### config.mk
export PLATFORM = sky130hd
export DESIGN_NAME = dmm_lcd_frame_decoder
export DESIGN_NICKNAME = d
export VERILOG_FILES = /design/src/rtl/core/dmm_lcd_pkg.sv /design/src/rtl/core/dmm_lcd_frame_decoder.sv
export SDC_FILE = /design/constraint.sdc
export NUM_CORES = 1
export LEC_CHECK = 0
export BUFFER_PORTS_ARGS = -buffer_cell sky130_fd_sc_hd__buf_2
export CAP_MARGIN = 20
export CORE_ASPECT_RATIO = 1.2
export CORE_MARGIN = 2
export CORE_UTILIZATION = 67
export CTS_BUF_LIST = sky130_fd_sc_hd__clkbuf_16
export DETAILED_ROUTE_END_ITERATION = 12
export PLACE_DENSITY = 0.87
export SETUP_SLACK_MARGIN = 0.05
export SLEW_MARGIN = 20
export SYNTH_ARGS = -nofsm -noshare
export SYNTH_HDL_FRONTEND = slang
export SYNTH_SLANG_ARGS = --single-unit
### constraint.sdc
create_clock -name clk_i -period 20.9 [get_ports clk_i]
set_input_delay 6.27 -clock clk_i [delete_from_list [all_inputs] [get_ports clk_i]]
set_output_delay 6.27 -clock clk_i [all_outputs]
set_load 0.01 [all_outputs]
### src/rtl/core/dmm_lcd_pkg.sv
// Types, constants and segment decode shared by the multimeter LCD frame decoder.
`default_nettype none

package dmm_lcd_pkg;

  localparam int unsigned FrameBytes = 14;
  localparam int unsigned NibDepth   = FrameBytes - 2;
  localparam int unsigned CountW     = 4;
  localparam int unsigned MantW      = 15;
  localparam int unsigned ExpW       = 4;
  localparam int unsigned UnitW      = 2;
  localparam int unsigned DigitW     = 4;
  localparam int unsigned MagW       = 14;

  localparam logic [CountW-1:0] CountMax = 4'd15;
  localparam logic [3:0]        HiStart  = 4'h1;
  localparam logic [3:0]        HiEnd    = 4'hE;

  typedef enum logic [UnitW-1:0] {
    UnitUnknown = 2'd0,
    UnitVolt    = 2'd1,
    UnitAmp     = 2'd2
  } unit_e;

  typedef struct packed {
    logic value_changed;
    logic frame_ok;
  } res_flags_t;

  // Map segment pattern to a digit; unknown patterns read as zero
  function automatic logic [DigitW-1:0] seg_digit(logic [2:0] a, logic [3:0] b);
    logic [DigitW-1:0] d;
    case ({a, b})
      {3'h7, 4'hD}: d = 4'd0;
      {3'h0, 4'h5}: d = 4'd1;
      {3'h5, 4'hB}: d = 4'd2;
      {3'h1, 4'hF}: d = 4'd3;
      {3'h2, 4'h7}: d = 4'd4;
      {3'h3, 4'hE}: d = 4'd5;
      {3'h7, 4'hE}: d = 4'd6;
      {3'h1, 4'h5}: d = 4'd7;
      {3'h7, 4'hF}: d = 4'd8;
      {3'h3, 4'hF}: d = 4'd9;
      default:      d = 4'd0;
    endcase
    return d;
  endfunction

endpackage

`default_nettype wire

### src/rtl/core/dmm_lcd_frame_decoder.sv
// Multimeter LCD frame decoder: serial bytes in, decoded readings out.
`default_nettype none

// Takes one serial byte per word on the slave side and emits one reading word on
// the master side for every end byte (high nibble E); other bytes give no word.
// A byte with high nibble 1 restarts the byte count. An end byte that closes a
// fourteen-byte frame yields the signed four-digit mantissa, the decimal exponent,
// the unit and a change flag against the last reported (mantissa, exponent) pair;
// any other end byte yields an all-zero reading with frame_ok low. Each byte goes
// through one input register and one result register, so a word can be taken
// every cycle unless an end byte is held up; an end byte waits in the input
// register only while the result register still holds an untaken reading.
module dmm_lcd_frame_decoder
  import dmm_lcd_pkg::*;
(
  input  wire logic        clk_i,
  input  wire logic        rst_ni,
  input  wire logic        s_axis_tvalid,
  output      logic        s_axis_tready,
  input  wire logic [7:0]  s_axis_tdata,   // [7:0] rx_byte
  output      logic        m_axis_tvalid,
  input  wire logic        m_axis_tready,
  output      logic [23:0] m_axis_tdata,   // [14:0] reading_mantissa, [18:15] decimal_exponent,
                                           // [20:19] unit_code, [23:21] zero
  output      res_flags_t  m_axis_tuser    // [0] frame_ok, [1] value_changed
);

  logic              in_valid_q, in_valid_d;
  logic [7:0]        in_byte_q;
  logic [CountW-1:0] count_q, count_d;
  logic [3:0]        nib_q [NibDepth];

  logic                    out_valid_q, out_valid_d;
  logic signed [MantW-1:0] out_mant_q;
  logic [ExpW-1:0]         out_exp_q;
  unit_e                   out_unit_q;
  res_flags_t              out_flags_q;

  logic signed [MantW-1:0] last_mant_q;
  logic [ExpW-1:0]         last_exp_q;

  logic [3:0]        hi, lo;
  logic              is_end, out_free, advance, s_fire;
  logic [CountW-1:0] pos, wr_idx;
  logic              nib_we, frame_good, changed;
  logic [DigitW-1:0] dig [4];
  logic [MagW-1:0]   mag;
  logic signed [MantW-1:0] mant;
  logic [ExpW-1:0]   expo;
  unit_e             unit;

  assign hi       = in_byte_q[7:4];
  assign lo       = in_byte_q[3:0];
  assign is_end   = (hi == HiEnd);
  assign out_free = !out_valid_q || m_axis_tready;
  assign advance  = in_valid_q && (!is_end || out_free);
  assign s_axis_tready = !in_valid_q || advance;
  assign s_fire   = s_axis_tvalid && s_axis_tready;

  assign pos     = (hi == HiStart) ? '0 : count_q;
  assign count_d = (pos == CountMax) ? CountMax : pos + 4'd1;
  assign wr_idx  = pos - 4'd1;
  assign nib_we  = advance && (pos >= 4'd1) && (pos <= CountW'(NibDepth));
  assign frame_good = (count_d == CountW'(FrameBytes));

  always_comb begin
    for (int k = 0; k < 4; k++) begin
      dig[k] = seg_digit(nib_q[2*k][2:0], nib_q[2*k+1]);
    end
  end

  assign mag = ({10'd0, dig[0]} * 14'd1000) + ({10'd0, dig[1]} * 14'd100)
             + ({10'd0, dig[2]} * 14'd10) + {10'd0, dig[3]};
  assign mant = nib_q[0][3] ? $signed(15'd0 - {1'b0, mag}) : $signed({1'b0, mag});

  assign expo = (nib_q[2][3] ? 4'd3 : 4'd0) + (nib_q[4][3] ? 4'd2 : 4'd0)
              + (nib_q[6][3] ? 4'd1 : 4'd0) + (nib_q[9][3] ? 4'd3 : 4'd0)
              + (nib_q[8][3] ? 4'd3 : 4'd0);

  always_comb begin
    if (nib_q[11][3]) begin
      unit = UnitAmp;
    end else if (nib_q[11][2]) begin
      unit = UnitVolt;
    end else begin
      unit = UnitUnknown;
    end
  end

  assign changed = frame_good && ((mant != last_mant_q) || (expo != last_exp_q));

  always_comb begin
    in_valid_d = in_valid_q;
    if (s_fire) begin
      in_valid_d = 1'b1;
    end else if (advance) begin
      in_valid_d = 1'b0;
    end
    out_valid_d = out_valid_q;
    if (advance && is_end) begin
      out_valid_d = 1'b1;
    end else if (m_axis_tready) begin
      out_valid_d = 1'b0;
    end
  end

  always_ff @(posedge clk_i or negedge rst_ni) begin
    if (!rst_ni) begin
      in_valid_q  <= 1'b0;
      out_valid_q <= 1'b0;
      count_q     <= '0;
      last_mant_q <= '1;
      last_exp_q  <= '0;
    end else begin
      in_valid_q  <= in_valid_d;
      out_valid_q <= out_valid_d;
      if (advance) begin
        count_q <= count_d;
      end
      if (advance && is_end && changed) begin
        last_mant_q <= mant;
        last_exp_q  <= expo;
      end
    end
  end

  always_ff @(posedge clk_i) begin
    if (s_fire) begin
      in_byte_q <= s_axis_tdata;
    end
    if (nib_we) begin
      nib_q[wr_idx] <= lo;
    end
    if (advance && is_end) begin
      out_mant_q                <= frame_good ? mant : '0;
      out_exp_q                 <= frame_good ? expo : '0;
      out_unit_q                <= frame_good ? unit : UnitUnknown;
      out_flags_q.frame_ok      <= frame_good;
      out_flags_q.value_changed <= changed;
    end
  end

  assign m_axis_tvalid = out_valid_q;
  assign m_axis_tdata  = {3'b000, out_unit_q, out_exp_q, out_mant_q};
  assign m_axis_tuser  = out_flags_q;

`ifndef NO_ASSERTIONS
  a_bad_frame_zero: assert property (@(posedge clk_i) disable iff (!rst_ni)
    out_valid_q && !out_flags_q.frame_ok |->
      (out_mant_q == '0) && (out_exp_q == '0) && !out_flags_q.value_changed)
    else $error("bad frame reading not zero");

  a_last_pair_tracks: assert property (@(posedge clk_i) disable iff (!rst_ni)
    out_valid_q && out_flags_q.value_changed |->
      (last_mant_q == out_mant_q) && (last_exp_q == out_exp_q))
    else $error("last pair differs from reported change");

  a_mant_range: assert property (@(posedge clk_i) disable iff (!rst_ni)
    out_valid_q |-> (out_mant_q <= 15'sd9999) && (out_mant_q >= -15'sd9999))
    else $error("mantissa out of range");

  a_count_sat: assert property (@(posedge clk_i) disable iff (!rst_ni)
    advance && (count_q == CountMax) && (hi != HiStart) |=> (count_q == CountMax))
    else $error("byte count left saturation");
`endif

endmodule

`default_nettype wire

==> results of run 1 <==
[per-stage QoR]
stage	instances	util, %
3_3_place_gp	777	70.5
5_1_grt	793	73.5
4_1_cts	793	73.5
3_5_place_dp	777	70.5
2_1_floorplan	635	-
6_report	793	73.5
[kinds of logic (layout without fill, tap and decap cells)]
| logic type | after synthesis | count (layout) | share of synthesized area (%) |
|---|---|---|---|
| adder cells (fa/ha/maj) | 82 | 82 | 17.4 |
| XOR/XNOR | 44 | 44 | 6.30 |
| buffers and inverters | 61 | 93 | 4.05 |
| AND/OR/NAND/NOR | 221 | 221 | 17.9 |
| other | 1 | 3 | 0.0552 |
| flip-flops | 92 | 92 | 39.1 |
| AO/OA/AOI/OAI | 115 | 115 | 12.3 |
| multiplexers | 17 | 17 | 2.89 |
[cells in the mapped netlist, types with 5 or more instances]
cell       n  area, um2
inv_1     41        154
clkbuf_1  10       37.5
a21o_1     5       37.5
and3_1     9       56.3
nand4b_1   5       43.8
xor2_1    17        149
nor2_1    52        195
nand2_1   42        158
xnor2_1   24        210
edfxtp_1  67       2010
ha_1      61        763
nor3b_1    5       37.5
dfrtp_1   10        250
a211oi_1   5       37.5
nor3_1    10       50.1
and2_1    15       93.8
a21oi_1   19       95.1
fa_1      21        420
nand4_1    9       56.3
mux2i_1    5       50.1
nor4_1     8       50.1
nor2b_1    6       37.5
dfstp_2   15        394
mux2_2     9        101
nand2b_1  14       87.6
o21ai_0   28        140
nand3_1   18       90.1
[layout by cell type (no fill, tap or decap), drive strengths merged, types with 9 or more instances in the layout]
cell / instances
xnor2: 24
and3: 9
dfstp: 15
inv: 45
mux2: 12
clkbuf: 9
nor2: 52
dfrtp: 10
edfxtp: 67
ha: 61
xor2: 17
and2: 16
buf: 36
nand2b: 14
nand4: 9
a21oi: 19
fa: 21
nand3: 18
o21ai: 28
nor3: 10
nand2: 42
[layout make-up]
cell class	instances	area share [%]
multi-input combinational	482	52.9
inverter	41	2.10
clock inverter	7	1.03
timing repair buffer	36	2.46
tap	126	2.15
clock buffer	9	3.08
sequential	92	36.3
[final timing paths]
check | from | end | slack (ns)
hold reg to reg | last_mant_q[0]$_DFFE_PN1P_ | last_mant_q[0]$_DFFE_PN1P_ | 0.49
hold / removal | last_mant_q[0]$_DFFE_PN1P_ | last_mant_q[0]$_DFFE_PN1P_ | 0.49
min in group asynchronous | rst_ni | last_exp_q[2]$_DFFE_PN0P_ | 5.95
setup / recovery | m_axis_tready | s_axis_tready | 7.71
max in group asynchronous | rst_ni | in_valid_q$_DFFE_PN0P_ | 14.54
setup reg to reg | nib_q[1][1]$_DFFE_PP_ | last_exp_q[1]$_DFFE_PN0P_ | 12.51
[worst register-to-register path, cell delays in order, from the launching register on]
cell	delay, ns
edfxtp_1	0.49
nor2_1	0.14
a21oi_1	0.07
o32ai_1	0.63
inv_1	0.23
fa_1	0.63
inv_1	0.12
fa_1	0.55
inv_1	0.04
ha_1	0.34
a21o_1	0.18
a21oi_1	0.23
xor2_1	0.20
ha_1	0.26
ha_1	0.30
ha_1	0.35
a21oi_1	0.13
o21ai_0	0.17
a221oi_1	0.29
o211ai_1	0.30
o41ai_2	0.64
nor3_1	0.12
nor4_1	0.47
o41a_1	0.95
mux2_2	0.44
[per-layer routing]
| metal | part of all wire [%] | track usage, % | up-vias |
|---|---|---|---|
| met2 | 54 | 50.9 | 165 |
| met4 | 2.9 | 11.9 | 0 |
| li1 | - | - | 2367 |
| met1 | 39 | 32.3 | 2470 |
| met5 | 0 | 0 | - |
| met3 | 3.8 | 3.62 | 37 |
[power by group through the flow]
stage | Combinational [mW] | Clock [mW] | Sequential (mW)
6_report | 0.162 | 0.167 | 0.260
5_1_grt | 0.179 | 0.175 | 0.263
4_1_cts | 0.160 | 0.167 | 0.259
3_5_place_dp | 0.158 | 0 | 0.262
3_3_place_gp | 0.147 | 0 | 0.258
2_1_floorplan | 0.131 | 0 | 0.250
[registers in the layout (all words and copies together), names as in the netlist, 2 cells and up]
| name | flops |
|---|---|
| count_q | 4 |
| in_byte_q | 8 |
| last_exp_q | 4 |
| last_mant_q | 15 |
| m_axis_tuser | 2 |
| nib_q | 36 |
| out_exp_q | 4 |
| out_mant_q | 15 |
| out_unit_q | 2 |
==> qor.yml, run 1 <==
status:
  status: "completed"
clock_network:
  clk_path_buf_depth: 2
  cts_sinks: 92
  h-tree-depth: 3
  clock_latency_ns: 0.35
  cts_tree: "yes"
  clk_pin_slew_ns: 0.07
  post_cts_buffers: 0
  ctsHoldBuffers: 0
  cts.repair.resized: 0
  numCtsBuffers: 9
  clock-root-buffer: "clkbuf_16"
placed_design:
  dp_hpwl_mm: 10.6
  preCtsSetupSlack_ns: 7.70
  portBuffers: 36
  place_area_um2: 7020
  gp_congestion: 0.888
sta:
  tightest_slew_ns: 1.04
  hold_ws_ns: 0.488
  post-route-min-period_ns: 13.19
  max_freq_mhz: 75.8
  slew_viol_final: 0
  grt_setup_unrepaired: "false"
  finalSetupTns_ns: 0
  period_share_pct: 63.1
  hold_viol: 0
  slew_headroom_pct: 30.3
  setup_ws_ns: 7.71
  finalClockSkew_ns: 0.00983
  setup_viol: 0
hold_path:
  hold_depth: 2
  hp-class: "reg2reg"
run:
  drv_cap: 0
routing:
  vias_per_cell: 6.35
  wire_per_inst_um: 17.9
  ant_nets: 0
  drcViolationCount: 0
  drt_iter0_drc: 277
  firstDrtPassIters: 5
  vias: 5039
  drt_wl_total_mm: 14.2
floorplan:
  die_h_um: 114
  initial_utilization_pct: 68.2
  fp.dieArea_um2: 11000
  io_pins: 40
  dieWidth_um: 95.9
  placementRows: 40
  core_um2: 9960
yosys:
  synth_area_um2: 6800
  synth_area_per_cell_um2: 10.7
  syn_inst: 633
  seq_area_frac_synth_pct: 39.1
  synthArstFlopShare_pct: 27.2
  synth_flop_cell: "edfxtp_1"
  ys_ff_latch: 92
  yosys_warnings: 0
  synth_cell_type_count: 88
  synth_edf_count: 67
finish:
  area_growth_pct: 7.71
  final_nets: 756
  final_layout_size_suffix_gt1_share_pct: 14.2
  nFillCells: 673
  final_area_um2: 7320
  seq_area_um2: 2660
  multi_input_area_um2: 3870
  num_antenna_cells: 0
grt:
  track_usage_pct: 27.9
  overflow: 0
  grt_pass1_wl_mm: 23.5
  antenna_found_initial: 0
  grt_pass1_vias: 5061
  grt_max_degree: 26
worst_setup_path:
  startpoint_type: "primary input"
  crit_fanout: 3
  critPathBufInv: 2
  cp_common_cell: "buf_2"
  cp_data_arrival_time_ns: 6.92
  end_kind: "primary output"
  critical-path-slowest-cell: "nor2_1"
  critical_path_cell_count: 5
  critPathRequiredTime_ns: 14.63
  crit_path_cell_trace: "buf_2 > nand2b_1 > nor2_1 > nand2_1 > buf_2"
  r2r_cells: 24
  max_stage_delay_ns: 0.15
  crit_family: "simple AND/OR/NAND/NOR gates"
  critPathKind: "in2out"
power:
  ir_worst_vdd_v: 0.0000852
  p_comb_share_pct: 27.5
  switching_share_pct: 32.7
  seq_power_share_pct: 44.2
  power_switching_mw: 0.192
  p_total_mw: 0.588
  p_clk_share_pct: 28.3
  p_int_mw: 0.395
  power.leakage_nw: 3.29
  p_per_area_nw_per_um2: 80.3
Power figures use the tool's default switching activity.
==> run 2: changes to the inputs <==
--- a/config.mk
+++ b/config.mk
@@ -9,10 +9,10 @@
 export CAP_MARGIN = 20
 export CORE_ASPECT_RATIO = 1.2
 export CORE_MARGIN = 2
-export CORE_UTILIZATION = 67
+export CORE_UTILIZATION = 62
 export CTS_BUF_LIST = sky130_fd_sc_hd__clkbuf_16
 export DETAILED_ROUTE_END_ITERATION = 12
-export PLACE_DENSITY = 0.87
+export PLACE_DENSITY = 0.81
 export SETUP_SLACK_MARGIN = 0.05
 export SLEW_MARGIN = 20
 export SYNTH_ARGS = -nofsm -noshare
==> constraint.sdc (replaced) <==
create_clock -name clk_i -period 12.5 [get_ports clk_i]
set_input_delay 3.75 -clock clk_i [delete_from_list [all_inputs] [get_ports clk_i]]
set_output_delay 3.75 -clock clk_i [all_outputs]
set_load 0.01 [all_outputs]
==> run 2 against run 1 <==
Clock power rose by 57%. Hold slack gained 0.0065 ns. Global-route usage shrank 4.2 points. First-iteration DRC count down 16%. Sequential power rose by 66%. Critical path type is now reg2reg. Largest power group unchanged.
==> qor.yml, run 2 (synthesized netlist as in run 1, its figures left out) <==
worst_setup_path:
  startpoint_type: "flip-flop"  # was primary input
  crit_path_cell_trace: "nor2_1 > a21oi_1 > o32ai_1 > inv_1 > fa_1 > inv_1 > fa_1 > inv_1 > ha_1 > a21o_1 > a21oi_1 > xor2_1 > ha_1 > ha_1 > ha_1 > nand4_1 > nor3_1 > nor2_1 > xnor2_1 > o41ai_2 > nor3b_1 > nor4_1 > o41a_1 > mux2_2"  # was buf_2 > nand2b_1 > nor2_1 > nand2_1 > buf_2
  max_stage_delay_ns: 0.89  # was 0.15 ns
  critPathRequiredTime_ns: 12.73  # was 14.63 ns
  r2r_cells: 24  # unchanged
  reg2reg_slack_ns: 4.31  # was 12.51 ns
  cp_common_cell: "ha_1"  # was buf_2
  crit_family: "adder cells"  # was simple AND/OR/NAND/NOR gates
  critPathKind: "reg2reg"  # was in2out
  cp_data_arrival_time_ns: 8.43  # was 6.92 ns
  end_kind: "flip-flop"  # was primary output
  critPathBufInv: 3  # was 2
  r2r-end: "last_exp_q[1]$_DFFE_PN0P_"  # unchanged
  crit_fanout: 18  # was 3
  critical-path-slowest-cell: "o41a_1"  # was nor2_1
  r2r-start: "nib_q[1][1]$_DFFE_PP_"  # unchanged
grt:
  grt_pass1_vias: 4881  # was 5,061
  met2_usage_pct: 44.0  # was 50.9%
  grtUsageMet1_pct: 27.4  # was 32.3%
  track_usage_pct: 23.7  # was 27.9%
  grtUsageMet3_pct: 3.61  # was 3.62%
  grt_busiest_layer: "met2"  # unchanged
  grt_pass1_wl_mm: 22.5  # was 23.5 mm
  grt_max_degree: 26  # unchanged
  antenna_found_initial: 0  # unchanged
  overflow: 0  # unchanged
hold_path:
  min-delay-start: "last_mant_q[0]$_DFFE_PN1P_"  # unchanged
  hp-class: "reg2reg"  # unchanged
  hold_depth: 2  # unchanged
  hold_end: "last_mant_q[0]$_DFFE_PN1P_"  # unchanged
routing:
  vias_per_cell: 6.09  # was 6.35
  drt_iter0_drc: 233  # was 277
  drcViolationCount: 0  # unchanged
  wire_per_inst_um: 16.6  # was 17.9 um
  firstDrtPassIters: 6  # was 5
  vias: 4849  # was 5,039
  drt_wl_total_mm: 13.2  # was 14.2 mm
  ant_nets: 0  # unchanged
finish:
  num_antenna_cells: 0  # unchanged
  final_layout_size_suffix_gt1_share_pct: 14.7  # was 14.2%
  layout_common_cells: "edfxtp_1, ha_1, nor2_1, nand2_1, inv_1"  # was edfxtp_1, ha_1, nor2_1, inv_1, nand2_1
  largest-register: "nib_q"  # unchanged
  multi_input_area_um2: 3880  # was 3870 um2
  nFillCells: 772  # was 673
  layout_commonest_cell: "edfxtp_1"  # unchanged
  largestRegisters: "nib_q: 36 flops, last_mant_q: 15 flops, out_mant_q: 15 flops"  # unchanged
  area_growth_pct: 7.71  # unchanged
  final_nets: 756  # unchanged
  largest_reg_flops: 36  # unchanged
  seq_area_um2: 2660  # unchanged
sta:
  slew_headroom_pct: 33.7  # was 30.3%
  max_freq_mhz: 122
  period_share_pct: 65.5
  finalSetupTns_ns: 0  # unchanged
  hold_viol: 0  # unchanged
  setup_viol: 0  # unchanged
  finalClockSkew_ns: 0.0111  # was 0.00983 ns
  setup_ws_ns: 4.31  # was 7.71 ns
  post-route-min-period_ns: 8.19
  hold_ws_ns: 0.494  # was 0.488 ns
  grt_setup_unrepaired: "false"  # unchanged
  tightest_slew_ns: 0.994  # was 1.04 ns
  slew_viol_final: 0  # unchanged
clock_network:
  ctsHoldBuffers: 0  # unchanged
  cts.repair.resized: 0  # unchanged
  cts_tree: "yes"  # unchanged
  clk_pin_slew_ns: 0.07  # about the same
  clk_path_buf_depth: 2  # unchanged
  clock_latency_ns: 0.35  # about the same
  clock-root-buffer: "clkbuf_16"  # unchanged
  h-tree-depth: 3  # unchanged
  numCtsBuffers: 9  # unchanged
  post_cts_buffers: 0  # unchanged
  cts_sinks: 92  # unchanged
floorplan:
  core_um2: 10600  # was 9960 um2
  placementRows: 41  # was 40
  fp.dieArea_um2: 11800  # was 11,000 um2
  initial_utilization_pct: 64.0  # was 68.2%
  dieWidth_um: 99.6  # was 95.9 um
  die_h_um: 119  # was 114 um
  io_pins: 40  # unchanged
placed_design:
  dp_hpwl_mm: 10.3  # was 10.6 mm
  gp_congestion: 0.880  # was 0.888
  portBuffers: 36  # unchanged
  preCtsSetupSlack_ns: 4.36  # was 7.70 ns
run:
  drv_cap: 0  # unchanged
power:
  ir_worst_vdd_v: 0.000119  # was 0.0000852 V
  power.leakage_nw: 3.29  # about the same
  p_per_area_nw_per_um2: 131  # was 80.3 nW/um2
status:
  status: "completed"  # unchanged
## run 2: cell types whose count changed in the layout (fill, tap and decap cells not counted), sizes merged
cell	before	now
inv	45	46
bufinv	1	0
## run 2: stage by stage
stage | std cells | power (mW) | utilization (%) | cell area [um2]
final | 796 | 0.957 | 68.9 | 7320
after global routing | 796 | 1.01 | 68.9 | 7320
after floorplan | 635 | 0.636 | - | 6800
after detailed placement | 780 | 0.696 | 66.1 | 7020
after global placement | 780 | 0.682 | 66.1 | 7020
after CTS | 796 | 0.959 | 68.9 | 7310
## run 2: area by class of cell
cell class,instances,area share (%)
multi-input combinational,482,53.0
sequential,92,36.3
clock buffer,9,3.08
timing repair buffer,36,2.46
tap,129,2.21
inverter,41,2.10
clock inverter,7,0.889
## run 2: power by group
part	switching [mW]	total (mW)	internal, mW
combinational	0.146	0.264	0.118
sequential	0.0449	0.431	0.386
clock	0.122	0.262	0.140
total	0.313	0.957	0.645
## run 2: worst reg2reg max path, stage by stage, from the launching register on
cell,delay [ns]
edfxtp_1,0.48
nor2_1,0.16
a21oi_1,0.08
o32ai_1,0.63
inv_1,0.23
fa_1,0.63
inv_1,0.11
fa_1,0.54
inv_1,0.04
ha_1,0.34
a21o_1,0.18
a21oi_1,0.21
xor2_1,0.17
ha_1,0.25
ha_1,0.29
ha_1,0.35
nand4_1,0.15
nor3_1,0.31
nor2_1,0.11
xnor2_1,0.63
o41ai_2,0.25
nor3b_1,0.21
nor4_1,0.40
o41a_1,0.89
mux2_2,0.42
## run 2: worst max-delay path by stage
stage                                startpoint                         to  slack, ns  cells after the start
after floorplan                   m_axis_tready              s_axis_tready       4.62                      3
after global placement            m_axis_tready              s_axis_tready       4.40                      5
after detailed placement  nib_q[1][1]$_DFFE_PP_  last_exp_q[0]$_DFFE_PN0P_       4.36                     24
after CTS                 nib_q[1][1]$_DFFE_PP_  last_exp_q[1]$_DFFE_PN0P_       4.35                     24
after global routing      nib_q[1][1]$_DFFE_PP_  last_exp_q[0]$_DFFE_PN0P_       3.75                     24
final                     nib_q[1][1]$_DFFE_PP_  last_exp_q[1]$_DFFE_PN0P_       4.31                     24
## run 2: layer usage
layer	wire length, um	up-vias
li1	-	2374
met1	5460	2351
met2	7170	104
met3	371	20
met4	242	0
met5	0	-
==> run 3: changes to the inputs <==
==> constraint.sdc (replaced) <==
create_clock -name clk_i -period 7.9 [get_ports clk_i]
set_input_delay 2.37 -clock clk_i [delete_from_list [all_inputs] [get_ports clk_i]]
set_output_delay 2.37 -clock clk_i [all_outputs]
set_load 0.01 [all_outputs]
==> run 3 against run 2 <==
Worst setup slack worse by 3.9 ns. Final cell count up 0.50%. Sequential share of layout area down 0.25 points. Wire length up 3.0%. Register-to-register slack worse by 3.9 ns. Largest cell class unchanged. Largest power group unchanged.
==> qor.yml, run 3 (synthesized netlist as in run 1, its figures left out) <==
status:
  status: "completed"  # unchanged
power:
  power_switching_mw: 0.492  # was 0.313 mW
  p_int_mw: 1.05  # was 0.645 mW
  seq_power_share_pct: 44.6  # was 45.0%
  p_comb_share_pct: 27.6  # about the same
  power.leakage_nw: 3.32  # was 3.29 nW
  p_clk_share_pct: 27.9  # was 27.4%
  p_per_area_nw_per_um2: 209  # was 131 nW/um2
  switching_share_pct: 32.0  # was 32.7%
  ir_worst_vdd_v: 0.000192  # was 0.000119 V
worst_setup_path:
  r2r-start: "nib_q[1][1]$_DFFE_PP_"  # unchanged
  r2r_cells: 23  # was 24
  critPathKind: "reg2reg"  # unchanged
  r2r-end: "m_axis_tuser[1]$_DFFE_PP_"  # was last_exp_q[1]$_DFFE_PN0P_
  critPathRequiredTime_ns: 7.97  # was 12.73 ns
  critPathLaunch: "nib_q[1][1]$_DFFE_PP_"  # unchanged
  crit_fanout: 9  # was 18
  startpoint_type: "flip-flop"  # unchanged
  end_kind: "flip-flop"  # unchanged
  reg2reg_slack_ns: 0.42  # was 4.31 ns
  crit_end: "m_axis_tuser[1]$_DFFE_PP_"  # was last_exp_q[1]$_DFFE_PN0P_
  cp_data_arrival_time_ns: 7.55  # was 8.43 ns
grt:
  overflow: 0  # unchanged
  grt_max_degree: 26  # unchanged
  grt_pass1_vias: 4915  # was 4,881
  grt_pass1_wl_mm: 23.1  # was 22.5 mm
  antenna_found_initial: 0  # unchanged
  track_usage_pct: 24.4  # was 23.7%
routing:
  wire_per_inst_um: 17.1  # was 16.6 um
  firstDrtPassIters: 5  # was 6
  vias: 4875  # was 4,849
  drcViolationCount: 0  # unchanged
  wl_met1_mm: 5.42  # was 5.46 mm
  drt_iter0_drc: 196  # was 233
  wl_met3_um: 451  # was 371 um
  top_layer_used: "met4"  # unchanged
  vias_per_cell: 6.09  # about the same
  ant_nets: 0  # unchanged
  route.met2.wl_mm: 7.40  # was 7.17 mm
  drt_wl_total_mm: 13.6  # was 13.2 mm
clock_network:
  clock_latency_ns: 0.35  # about the same
  clk_path_buf_depth: 2  # unchanged
  h-tree-depth: 3  # unchanged
  clk_pin_slew_ns: 0.07  # about the same
  cts_sinks: 92  # unchanged
  cts_tree: "yes"  # unchanged
  numCtsBuffers: 9  # unchanged
  clock-root-buffer: "clkbuf_16"  # unchanged
placed_design:
  gp_congestion: 0.864  # was 0.880
  place_area_um2: 7040  # was 7020 um2
  dp_hpwl_mm: 10.5  # was 10.3 mm
  portBuffers: 36  # unchanged
  dp_cells: 782  # was 780
  preCtsSetupSlack_ns: 0.436  # was 4.36 ns
floorplan:
  placementRows: 41  # unchanged
  dieWidth_um: 99.6  # unchanged
  die_h_um: 119  # unchanged
  core_um2: 10600  # unchanged
  initial_utilization_pct: 64.0  # unchanged
  io_pins: 40  # unchanged
  fp.dieArea_um2: 11800  # unchanged
finish:
  largestRegisters: "nib_q: 36 flops, last_mant_q: 15 flops, out_mant_q: 15 flops"  # unchanged
  final_area_um2: 7370  # was 7320 um2
  layout_commonest_cell: "edfxtp_1"  # unchanged
  final_nets: 760  # was 756
  final_util_pct: 69.4  # was 68.9%
  final_layout_size_suffix_gt1_share_pct: 15.1  # was 14.7%
  final_cells: 800  # was 796
  nFillCells: 763  # was 772
  largest_reg_flops: 36  # unchanged
  num_antenna_cells: 0  # unchanged
  layout_common_cells: "edfxtp_1, ha_1, nor2_1, inv_1, nand2_1"  # was edfxtp_1, ha_1, nor2_1, nand2_1, inv_1
  area_growth_pct: 8.47  # was 7.71%
  largest-register: "nib_q"  # unchanged
sta:
  grt_setup_unrepaired: "true"  # was false
  slew_viol_final: 0  # unchanged
  slew_headroom_pct: 36.6  # was 33.7%
  period_share_pct: 94.7  # was 65.5%
  setup_ws_ns: 0.419  # was 4.31 ns
  hold_ws_ns: 0.501  # was 0.494 ns
  max_freq_mhz: 134  # was 122 MHz
  tightest_slew_ns: 0.943  # was 0.994 ns
  hold_viol: 0  # unchanged
  setup_viol: 0  # unchanged
  finalClockSkew_ns: 0.0124  # was 0.0111 ns
  post-route-min-period_ns: 7.48  # was 8.19 ns
run:
  drv_cap: 0  # unchanged
hold_path:
  hp-class: "reg2reg"  # unchanged
-- run 3: cell type report --
cell class	instances	area [um2]	share of cell area, %
Multi-Input combinational cell	482	3890	52.8
Sequential cell	92	2660	36.0
Clock buffer	9	225	3.06
Timing Repair Buffer	40	210	2.85
Tap cell	129	161	2.19
Inverter	41	154	2.09
Clock inverter	7	73.8	1.00
-- run 3: what timing repair did --
action	in CTS	in global routing
gates resized for setup	0	2
endpoints found under the setup margin	0	16
buffers inserted	0	2
hold buffers	0	0
-- run 3: how the worst min path moves through the flow --
stage	startpoint	end	slack [ns]	depth (start not counted)
floorplan	last_mant_q[0]$_DFFE_PN1P_	last_mant_q[0]$_DFFE_PN1P_	0.45	2
global placement	last_mant_q[0]$_DFFE_PN1P_	last_mant_q[0]$_DFFE_PN1P_	0.47	2
detailed placement	m_axis_tvalid$_DFFE_PN0P_	m_axis_tvalid$_DFFE_PN0P_	0.49	2
CTS	last_mant_q[0]$_DFFE_PN1P_	last_mant_q[0]$_DFFE_PN1P_	0.50	2
global route	last_mant_q[0]$_DFFE_PN1P_	last_mant_q[0]$_DFFE_PN1P_	0.52	2
finish	last_mant_q[0]$_DFFE_PN1P_	last_mant_q[0]$_DFFE_PN1P_	0.50	2
-- run 3: stage by stage --
stage,total power [mW],setup TNS [ns]
after detailed placement,1.11,0
final,1.54,0
after global routing,1.62,-0.0330
after global placement,1.08,0
after floorplan,1.01,0
after CTS,1.54,0
-- run 3: power by group through the flow --
stage | combinational, mW | sequential [mW] | clock, mW
CTS | 0.421 | 0.685 | 0.435
detailed placement | 0.415 | 0.694 | 0
global route | 0.476 | 0.697 | 0.451
global placement | 0.396 | 0.686 | 0
finish | 0.424 | 0.686 | 0.429
floorplan | 0.345 | 0.661 | 0
-- run 3: layer usage --
metal / track usage [%] / vias to the layer above
li1: - / 2375
met1: 28.6 / 2349
met2: 44.0 / 124
met3: 3.90 / 27
met4: 9.67 / 0
met5: 0 / -
-- run 3: critical path, stage by stage (launching register included) --
cell and delay (ns):
edfxtp_1 0.49, nor2_1 0.17, a21oi_1 0.08, o32ai_1 0.29, buf_4 0.19, inv_1 0.09
fa_1 0.59, inv_1 0.11, fa_1 0.55, inv_1 0.04, ha_1 0.34, xor2_1 0.18
ha_1 0.30, ha_1 0.30, ha_1 0.43, nand2_1 0.08, o31ai_1 0.54, xor2_1 0.19
or4_4 0.58, o41ai_1 0.29, and4bb_1 0.23, o311ai_0 0.15, nor4_1 0.86, nor2_1 0.10
